## src/hdl/qve_pkg.sv

```systemverilog
`timescale 1ns / 1ps

package qve_pkg;

  localparam int unsigned CfgIdxW = 3;

  localparam logic [CfgIdxW-1:0] REG_X_SCALE   = 3'd0;
  localparam logic [CfgIdxW-1:0] REG_X_BIAS    = 3'd1;
  localparam logic [CfgIdxW-1:0] REG_Y_SCALE   = 3'd2;
  localparam logic [CfgIdxW-1:0] REG_Y_BIAS    = 3'd3;
  localparam logic [CfgIdxW-1:0] REG_QUAD_MODE = 3'd4;

  localparam logic signed [64:0] SAT_MAX = 65'sd2147483647;
  localparam logic signed [64:0] SAT_MIN = -65'sd2147483648;

  typedef struct packed {
    logic signed [31:0] x;
    logic signed [31:0] y;
    logic        [31:0] z;
    logic        [31:0] colour;
    logic        [31:0] u;
    logic        [31:0] v;
  } vtx_t;

  typedef struct packed {
    logic start;
    vtx_t vtx;
  } item_t;

endpackage

```

## src/hdl/qve_axis.sv

```systemverilog
`timescale 1ns / 1ps

module qve_axis import qve_pkg::*; #(
  parameter int unsigned FRAC_BITS = 16
) (
  input  logic               clk_i,
  input  logic               en_i,
  input  logic signed [31:0] pos_i,
  input  logic signed [31:0] scale_i,
  input  logic signed [31:0] bias_i,
  output logic signed [31:0] res_o
);

  localparam logic signed [63:0] Round = 64'sd1 <<< (FRAC_BITS - 1);

  logic signed [63:0] prod_d;
  logic signed [63:0] prod_q;
  logic signed [63:0] rnd;
  logic signed [63:0] quo;
  logic signed [64:0] sum;

  assign prod_d = pos_i * scale_i;

  always_ff @(posedge clk_i) begin
    if (en_i) begin
      prod_q <= prod_d;
    end
  end

  // round half up, then floor shift
  assign rnd = prod_q + Round;
  assign quo = rnd >>> FRAC_BITS;
  assign sum = $signed({{33{bias_i[31]}}, bias_i}) + $signed({quo[63], quo});

  always_comb begin
    if (sum > SAT_MAX) begin
      res_o = 32'sh7fffffff;
    end else if (sum < SAT_MIN) begin
      res_o = 32'sh80000000;
    end else begin
      res_o = sum[31:0];
    end
  end

endmodule

```

## config.mk

```make
export PLATFORM = sky130hd
export DESIGN_NAME = qve_axis
export DESIGN_NICKNAME = d
export VERILOG_FILES = /design/src/hdl/qve_pkg.sv /design/src/hdl/qve_axis.sv
export SDC_FILE = /design/constraint.sdc
export NUM_CORES = 2
export LEC_CHECK = 0
export BUFFER_PORTS_ARGS = -buffer_cell sky130_fd_sc_hd__buf_4
export CAP_MARGIN = 20
export CORE_MARGIN = 1.5
export CORE_UTILIZATION = 40
export DETAILED_ROUTE_END_ITERATION = 8
export SYNTH_ARGS = -nofsm -noshare
export SYNTH_HDL_FRONTEND = slang
export SYNTH_SLANG_ARGS = --single-unit
```

## constraint.sdc

```tcl
create_clock -name clk_i -period 14.3 [get_ports clk_i]
set_clock_uncertainty 0.2 [all_clocks]
set_input_delay 2.145 -clock clk_i [delete_from_list [all_inputs] [get_ports clk_i]]
set_output_delay 2.145 -clock clk_i [all_outputs]
set_load 0.01 [all_outputs]
```

==> run metrics <==
outcome completed; Worst Hold Depth 1; hold_buf cts 0; Ys Warns 0; fraction of layout cells with a size suffix above 1 4.484%; GPL Wtd Cong roughly 0.9; sequential area share after synthesis around 3.5%; RSZ-0062 raised after global routing no; CTS root buf clkbuf_16; Die H ~330 um; Peak Freq slightly below 100 MHz; Final Hold Violating Endpoints 0; CP max FO 32; critical path required time 14.20 ns; Primary FF master, synth edfxtp_1; Syn Nets 5865; most common cell after layout, fill and taps aside fa_1; post-CTS sizing 0; Final ANT Viol Nets 0; Hold Crit Class in -> reg; Synth async-reset ratio 0%; Starting DRT DRC Count 2171; cell mode on critical path fa_1; GRT overflow 0; crit share post-route 72.18%; Yosys cell types 80; drt pass-1 iters 6; starting density of the core about two fifths; vias in the first global route roughly 33000; clk buf depth 2; DRT Wirelength about 120000 um; Die W ~330 um; DRC Markers 0; Final HPWL DP roughly 91000 um; setup violators final 0; # fillers roughly 10000; row count 117; Worst Tran Pin Value between 0.7 and 0.8 ns; Syn Std Cell Area approximately 41000 sq um; Total GRT Usage a little under a quarter; Layout area overhead 4.694%; relative slew slack between 40% and 50%; die area roughly 110000 sq um; # port buffers between 100 and 150; Final Net Count 5779; clock sinks 49; detailed-route via count ~30000; startpoint types input pin; slowest stage delay, CP 1.01 ns; Synth Area per Inst 9.308 sq um; global-route wire length before repair around 190000 um; Setup crit end kind flop; cell family with most CP delay adder cells; WP data arrival between 10 and 15 ns; CP Cell Sequence buf_4 > nand2_1 > inv_1 > fa_1 > fa_1 > fa_1 > fa_1 > fa_1 > fa_1 > fa_1 > fa_1 > ha_1 > a21o_1 > a21o_1 > a21oi_1 > o21ai_1 > a221o_1 > a221o_1 > o21ai_1 > and2_1 > o21ai_0 > a311oi_1; WS Path Type in -> reg; Clock transition at path regs 0.07 ns; post-DR vias/cell ~5.2; H-tree lvl count 2; Largest register FFs between 40 and 50; Multi-input gate area around 35000 sq um; MaxCap Viol Count 0; gate count after technology mapping approximately 4500; Max Transition Viols Final 0; Largest Register prod_q; Post-synth EDFFs slightly below 50; Regs by FF count prod_q: 49 flops; CTS tree built; initial antenna violation count 7; post-layout min period a little over 10 ns; wire length per cell just over 20 um; CORE AREA slightly above 100000 sq um; Final TNS setup 0 ns; postcts setup bufs 0; cts bufs inserted 5; Slowest cell on crit path fa_1; largest net degree at the start of global routing 50; Reg area between 1000 and 1500 sq um; Synth Register Bits 49; HP Start en_i; most frequent cells in the layout 1082 x fa_1, 969 x inv_1, 568 x nand2_1; IO Count 130; WHS Endpoint prod_q[63]; Buf/Inv on CP 2
==> cells in the mapped netlist, types with 40 or more instances <==
cell type / instances / share of area, %
a21o_1: 60 / 1.1
nor2_1: 92 / 0.83
and2_1: 522 / 7.9
clkbuf_1: 201 / 1.8
inv_1: 969 / 8.8
xor2_1: 48 / 1.0
ha_1: 229 / 6.9
a21oi_1: 113 / 1.4
xnor2_1: 95 / 2.0
nand3_1: 40 / 0.48
nand2_1: 568 / 5.1
edfxtp_1: 49 / 3.5
fa_1: 1082 / 52
o21ai_0: 56 / 0.68
==> area by class of cell <==
class                           instances  area share, %
Antenna cell                            1       0.005763
Tap cell                             1368          3.942
Inverter                              970          8.385
Timing Repair Buffer                  134          2.317
Sequential cell                        49          3.388
Multi-Input combinational cell       3210          81.63
Clock buffer                            6         0.2968
Clock inverter                          2        0.03458
==> metal layers <==
layer / wire [um] / GRT usage [%] / up-vias
li1: - / - / 13080
met1: 52690 / 33.43 / 15685
met2: 52400 / 36.71 / 1040
met3: 8661 / 2.939 / 135
met4: 2139 / 4.297 / 4
met5: 27 / 0 / -
==> cell families after synthesis <==
family | share of synthesized area, %
AOI/OAI and AO/OA | 6.658
xor gates and xnor gates | 3.059
adders and majority gates | 59.13
buffers and inverters | 11.02
DFF | 3.548
muxes | 0.05429
and+or+nand+nor | 16.53
==> how the worst max path moves through the flow <==
stage,start,to,slack (ns),cells after the start
after CTS,scale_i[2],prod_q[54],4.07,22
after global placement,scale_i[2],prod_q[60],3.86,22
final,scale_i[2],prod_q[54],3.98,22
after detailed placement,scale_i[2],prod_q[54],3.78,22
after floorplan,scale_i[2],prod_q[60],4.67,22
after global routing,scale_i[2],prod_q[58],3.64,21
==> through the flow <==
step	util [%]	setup WS [ns]	cells	hold slack, ns	area, sq um
final	42.44	3.978	5740	2.185	43420
after global routing	42.43	3.639	5739	2.227	43420
after CTS	42.43	4.071	5739	2.212	43420
after detailed placement	42.29	3.781	5731	2.533	43280
after global placement	42.29	3.858	5731	2.529	43280
after floorplan	-	4.668	4456	2.058	41480
Power is not shown: default switching activity piles up to over one toggle a cycle in this logic, so the estimate is an artifact.
