==> config.mk <==
export PLATFORM = sky130hd
export DESIGN_NAME = qve_expand
export DESIGN_NICKNAME = d
export VERILOG_FILES = /design/src/hdl/qve_pkg.sv /design/src/hdl/qve_expand.sv
export SDC_FILE = /design/constraint.sdc
export NUM_CORES = 1
export LEC_CHECK = 0
export ABC_AREA = 1
export CORE_ASPECT_RATIO = 1.75
export CORE_MARGIN = 2
export CORE_UTILIZATION = 30
export CTS_CLUSTER_SIZE = 20
export DETAILED_ROUTE_END_ITERATION = 8
export DONT_BUFFER_PORTS = 1
export PLACE_DENSITY = 0.52
export SYNTH_ARGS = -nofsm -noshare
export SYNTH_HDL_FRONTEND = slang
export SYNTH_SLANG_ARGS = --single-unit
export TNS_END_PERCENT = 100
==> constraint.sdc <==
create_clock -name clk_i -period 22.4 [get_ports clk_i]
set_clock_uncertainty 0.1 [all_clocks]
set_input_delay 0 -clock clk_i [delete_from_list [all_inputs] [get_ports clk_i]]
set_output_delay 0 -clock clk_i [all_outputs]
set_load 0.03 [all_outputs]
==> src/hdl/qve_pkg.sv <==
`timescale 1ns / 1ps

package qve_pkg;

  localparam int unsigned CfgIdxW = 3;

  localparam logic [CfgIdxW-1:0] REG_X_SCALE   = 3'd0;
  localparam logic [CfgIdxW-1:0] REG_X_BIAS    = 3'd1;
  localparam logic [CfgIdxW-1:0] REG_Y_SCALE   = 3'd2;
  localparam logic [CfgIdxW-1:0] REG_Y_BIAS    = 3'd3;
  localparam logic [CfgIdxW-1:0] REG_QUAD_MODE = 3'd4;

  localparam logic signed [64:0] SAT_MAX = 65'sd2147483647;
  localparam logic signed [64:0] SAT_MIN = -65'sd2147483648;

  typedef struct packed {
    logic signed [31:0] x;
    logic signed [31:0] y;
    logic        [31:0] z;
    logic        [31:0] colour;
    logic        [31:0] u;
    logic        [31:0] v;
  } vtx_t;

  typedef struct packed {
    logic start;
    vtx_t vtx;
  } item_t;

endpackage

==> src/hdl/qve_expand.sv <==
`timescale 1ns / 1ps

module qve_expand import qve_pkg::*; (
  input  logic        clk_i,
  input  logic        rst_ni,
  input  logic        quad_mode_i,
  input  logic        item_valid_i,
  input  item_t       item_i,
  output logic        item_ready_o,
  output logic        out_valid_o,
  input  logic        out_ready_i,
  output vtx_t        out_vtx_o,
  output logic [15:0] out_count_o,
  output logic        out_last_o
);

  localparam logic [2:0] V_A_FIRST = 3'd0;
  localparam logic [2:0] V_MIX_BA  = 3'd1;
  localparam logic [2:0] V_B_FIRST = 3'd2;
  localparam logic [2:0] V_B_AGAIN = 3'd3;
  localparam logic [2:0] V_MIX_AB  = 3'd4;
  localparam logic [2:0] V_A_LAST  = 3'd5;

  vtx_t        a_q, a_d;
  vtx_t        b_q, b_d;
  logic        phase_q, phase_d;
  logic        busy_q, busy_d;
  logic [2:0]  seq_q, seq_d;
  logic [15:0] total_q, total_d;
  logic        out_valid_q, out_valid_d;
  vtx_t        out_vtx_q, out_vtx_d;
  logic [15:0] out_count_q, out_count_d;
  logic        out_last_q, out_last_d;

  logic out_ld;
  logic hold_case;
  logic take;
  logic emit;
  vtx_t seq_vtx;

  assign out_ld    = !out_valid_q || out_ready_i;
  assign hold_case = quad_mode_i && (item_i.start || !phase_q);

  // next pair's first corner may enter while the last vertex goes out
  assign item_ready_o = (!busy_q && (out_ld || hold_case)) ||
                        (busy_q && (seq_q == V_A_LAST) && out_ld && hold_case);
  assign take = item_valid_i && item_ready_o;

  always_comb begin
    case (seq_q) inside
      V_MIX_BA: begin
        seq_vtx        = a_q;
        seq_vtx.x      = b_q.x;
        seq_vtx.u      = b_q.u;
      end
      V_B_FIRST, V_B_AGAIN: begin
        seq_vtx = b_q;
      end
      V_MIX_AB: begin
        seq_vtx        = b_q;
        seq_vtx.x      = a_q.x;
        seq_vtx.u      = a_q.u;
      end
      V_A_FIRST, V_A_LAST: begin
        seq_vtx = a_q;
      end
      default: begin
        seq_vtx = a_q;
      end
    endcase
  end

  always_comb begin
    a_d         = a_q;
    b_d         = b_q;
    phase_d     = phase_q;
    busy_d      = busy_q;
    seq_d       = seq_q;
    total_d     = total_q;
    emit        = 1'b0;
    out_vtx_d   = out_vtx_q;
    out_count_d = out_count_q;
    out_last_d  = out_last_q;

    if (busy_q && out_ld) begin
      emit        = 1'b1;
      total_d     = total_d + 16'd1;
      out_vtx_d   = seq_vtx;
      out_count_d = total_d;
      out_last_d  = (seq_q == V_A_LAST);
      seq_d       = seq_q + 3'd1;
      busy_d      = (seq_q != V_A_LAST);
    end

    if (take) begin
      if (item_i.start) begin
        total_d = 16'd0;
        phase_d = 1'b0;
      end
      if (!quad_mode_i) begin
        emit        = 1'b1;
        total_d     = total_d + 16'd1;
        out_vtx_d   = item_i.vtx;
        out_count_d = total_d;
        out_last_d  = 1'b1;
        phase_d     = 1'b0;
      end else if (!phase_d) begin
        a_d     = item_i.vtx;
        phase_d = 1'b1;
      end else begin
        b_d         = item_i.vtx;
        emit        = 1'b1;
        total_d     = total_d + 16'd1;
        out_vtx_d   = a_q;
        out_count_d = total_d;
        out_last_d  = 1'b0;
        seq_d       = V_MIX_BA;
        busy_d      = 1'b1;
        phase_d     = 1'b0;
      end
    end

    out_valid_d = out_ld ? emit : out_valid_q;
  end

  always_ff @(posedge clk_i or negedge rst_ni) begin
    if (!rst_ni) begin
      phase_q     <= 1'b0;
      busy_q      <= 1'b0;
      seq_q       <= V_A_FIRST;
      total_q     <= 16'd0;
      out_valid_q <= 1'b0;
    end else begin
      phase_q     <= phase_d;
      busy_q      <= busy_d;
      seq_q       <= seq_d;
      total_q     <= total_d;
      out_valid_q <= out_valid_d;
    end
  end

  always_ff @(posedge clk_i) begin
    a_q         <= a_d;
    b_q         <= b_d;
    out_vtx_q   <= out_vtx_d;
    out_count_q <= out_count_d;
    out_last_q  <= out_last_d;
  end

  assign out_valid_o = out_valid_q;
  assign out_vtx_o   = out_vtx_q;
  assign out_count_o = out_count_q;
  assign out_last_o  = out_last_q;

endmodule

==> metrics.txt <==
outcome completed; Switch Pwr 0.001977 W; CP max stage delay 880 ps; Max Cap Viol 0; Starting Density 30.14%; H-tree depth 2; FF-to-FF End b_q[128]; area fraction of the dominant cell type after synthesis 45.46%; Syn-to-layout area delta 26.62%; Max VDD drop 0.1146 mV; CP bufs+invs 4; RePlAce Congestion just under 0.8; origin of the critical flop-to-flop path out_valid_o; via/cell ratio 4.853; switch share around 44%; fin cells 4116; Starting DRT DRC Count 1166; Ports a little over 400; # placed instances 3611; hold_sp out_ready_i; commonest non-fill, non-tap cell in the layout nand2_1; IO Port Bufs 0; Post-synth EDFFs 384; DR WL/cell 18.35 µm; DRT Pass-1 Iters 5; pin count of the biggest net entering global routing 183; cell area after synthesis 0.02536 mm²; final hold violation count 0; die width around 220 µm; Leak around 12 nW; Register-to-Register Path Depth 10; Post-Place Cell Area roughly 0.026 mm²; Final Max Tran Viols 0; critical path class reg -> reg; Reg2Reg Setup Slack ~17000 ps; TritonCTS clock tree built; number of routed nets with antenna violations 0; Die Y-Extent 388.6 µm; RSZ-0062 raised after global routing false; Cell Pwr Density 139.3 mW/mm²; total grt overflow 0; worst path required time 22570 ps; Pint between 0.002 and 0.0025 W; layout cell share with drive strength beyond 1 4.829%; vias in the first global route 20500; Total GRT Usage between 10% and 20%; leading area contributor after synthesis edfxtp_1; Worst setup SP type register; Remaining DRCs 0; Hold EP out_valid_o; vias 19970; final worst-path cycle share between 20% and 30%; Seq pwr share between 40% and 50%; CTS buffer count 59; Final min period slightly below 6000 ps; cell family with the largest share of critical-path delay buffers and inverters; NumNets Final between 3000 and 4000; Synth warnings 0; post-synthesis net count between 2000 and 3000; first-pass GRT wire length 117.9 mm; most frequent cells in the layout 920 x nand2_1, 392 x dlygate4sd3_1, 384 x edfxtp_1, 376 x o21ai_0, 234 x nand3_1; worst slew pin tran 1047 ps; crit end category register; Slowest cell on crit path buf_4; Clock Power Share 22.9%; Tot Pwr 0.004475 W; synth unique cells 41; Cell Chain, Critical Path a21oi_4 -> buf_12 -> o21ai_1 -> o2bb2ai_2 -> nand2_2 -> nor2_8 -> nand2_2 -> inv_8 -> buf_4 -> buf_4; initial antenna violation count 1; fraction of synthesis flops using an asynchronous set or reset pin 3.577%; FMAX 0.1715 GHz; Slew headroom 30.09%; # diodes 0; CTS root buffer clkbuf_16; Max Root-Sink Buffers 3; final setup fails 0; # rows 141; postcts setup bufs 0; Final Cell Area 0.03211 mm²; Final HPWL DP 43.19 mm; crit path max fanout 182; hold depth 4; CP Data Arrival Time 6000 ps; Mean Syn Cell Area 9.467 µm²; Seq/Total Area, Yosys between 60 and 70%; Total Neg Setup Slack 0 ps; Gate power share 30.5%; die area approximately 0.087 mm²; Area contributors post-synth edfxtp_1 45%, dfxtp_1 16%, nand2_1 14%; Reg clk slew, reported paths 70 ps; Sink Count 615; wirelength, routed 75.52 mm; Clk Latency, worst-skew pair ~640 ps; number of cells produced by synthesis 2679; Core ar. 0.08415 mm²; synthesized flop and latch total ~620; Min-Delay Path Class in -> reg; Top FF cell, synth edfxtp_1
==> final cells by class <==
cell class                      count  area [µm²]
Clock buffer                       82        1677
Clock inverter                     29       301.5
Fill cell                        8257       52040
Inverter                           61       240.2
Multi-Input combinational cell   1840        8140
Sequential cell                   615       16270
Tap cell                         1072        1341
Timing Repair Buffer              417        4149
==> cells in the mapped netlist (6+ instances only) <==
| cell type | count |
|---|---|
| a21oi_1 | 8 |
| clkbuf_1 | 101 |
| nand4_1 | 10 |
| nand2_1 | 921 |
| ha_1 | 7 |
| inv_1 | 53 |
| o21ai_0 | 376 |
| o21ai_1 | 8 |
| nor2_1 | 197 |
| buf_4 | 6 |
| edfxtp_1 | 384 |
| nand3_1 | 234 |
| o211ai_1 | 36 |
| dfrtp_1 | 22 |
| buf_6 | 12 |
| dfxtp_1 | 209 |
| buf_1 | 6 |
| buf_2 | 37 |
==> what timing repair did <==
item | in CTS | in global routing
gates resized for setup | 0 | 0
hold buffers | 394 | 0
endpoints found under the hold margin | 687 | 0
==> state kept, by name, indices dropped and copies added (netlist names) <==
name	flops
b_q	192
a_q	192
seq_q	3
out_count_o	16
out_valid_o	1
phase_q	1
busy_q	1
out_last_o	1
total_q	16
out_vtx_o	192
==> layer usage <==
metal / vias to the layer above / wire [µm] / global-route usage (%)
met2: 579 / 37600 / 30.43
met4: 0 / 2269 / 5.915
met5: - / 0 / 0
li1: 9706 / - / -
met1: 9579 / 29770 / 19.39
met3: 109 / 5880 / 5.019
==> worst max-delay path by stage <==
stage / from / to / slack, ps / cells past startpoint
2_1_floorplan: out_valid_o / a_q[0] / 12020 / 6
3_3_place_gp: out_valid_o / b_q[121] / 16480 / 10
3_5_place_dp: out_valid_o / b_q[121] / 16420 / 10
4_1_cts: out_valid_o / b_q[116] / 16440 / 10
5_1_grt: out_valid_o / b_q[128] / 16170 / 10
6_report: out_valid_o / b_q[128] / 16570 / 10
==> power groups by stage <==
stage	clock (W)	combinational (W)	sequential (W)
finish	0.00102	0.00136	0.00209
global placement	0	0.00130	0.00212
CTS	0.00106	0.00139	0.00209
floorplan	0	0.000964	0.00202
global route	0.00110	0.00157	0.00212
detailed placement	0	0.00131	0.00212
==> logic make-up (layout without fill, tap and decap cells) <==
kind of cell | Yosys count | in the layout | share of synthesized area (%)
AOI/OAI and AO/OA | 448 | 448 | 9.432
xor gates and xnor gates | 7 | 7 | 0.2417
adders and majority gates | 7 | 7 | 0.3453
buffers and inverters | 224 | 589 | 3.951
DFF | 615 | 615 | 64.13
and+or+nand+nor | 1378 | 1378 | 21.90
==> worst min-delay path, cell delays in order <==
cell           delay, ps
dlygate4sd3_1        540
inv_2                 60
nand2_2              130
nand3_1              100
==> metrics by stage <==
stage	setup WS [ps]	hold WS, ps	utilization (%)
after floorplan	12020	-395.6	-
final	16570	164.4	38.16
after global placement	16480	-395.1	31.10
after global routing	16170	164.8	38.16
after detailed placement	16420	-395.0	31.10
after CTS	16440	119.8	38.16
No activity file was read; power rests on OpenSTA's default activity.
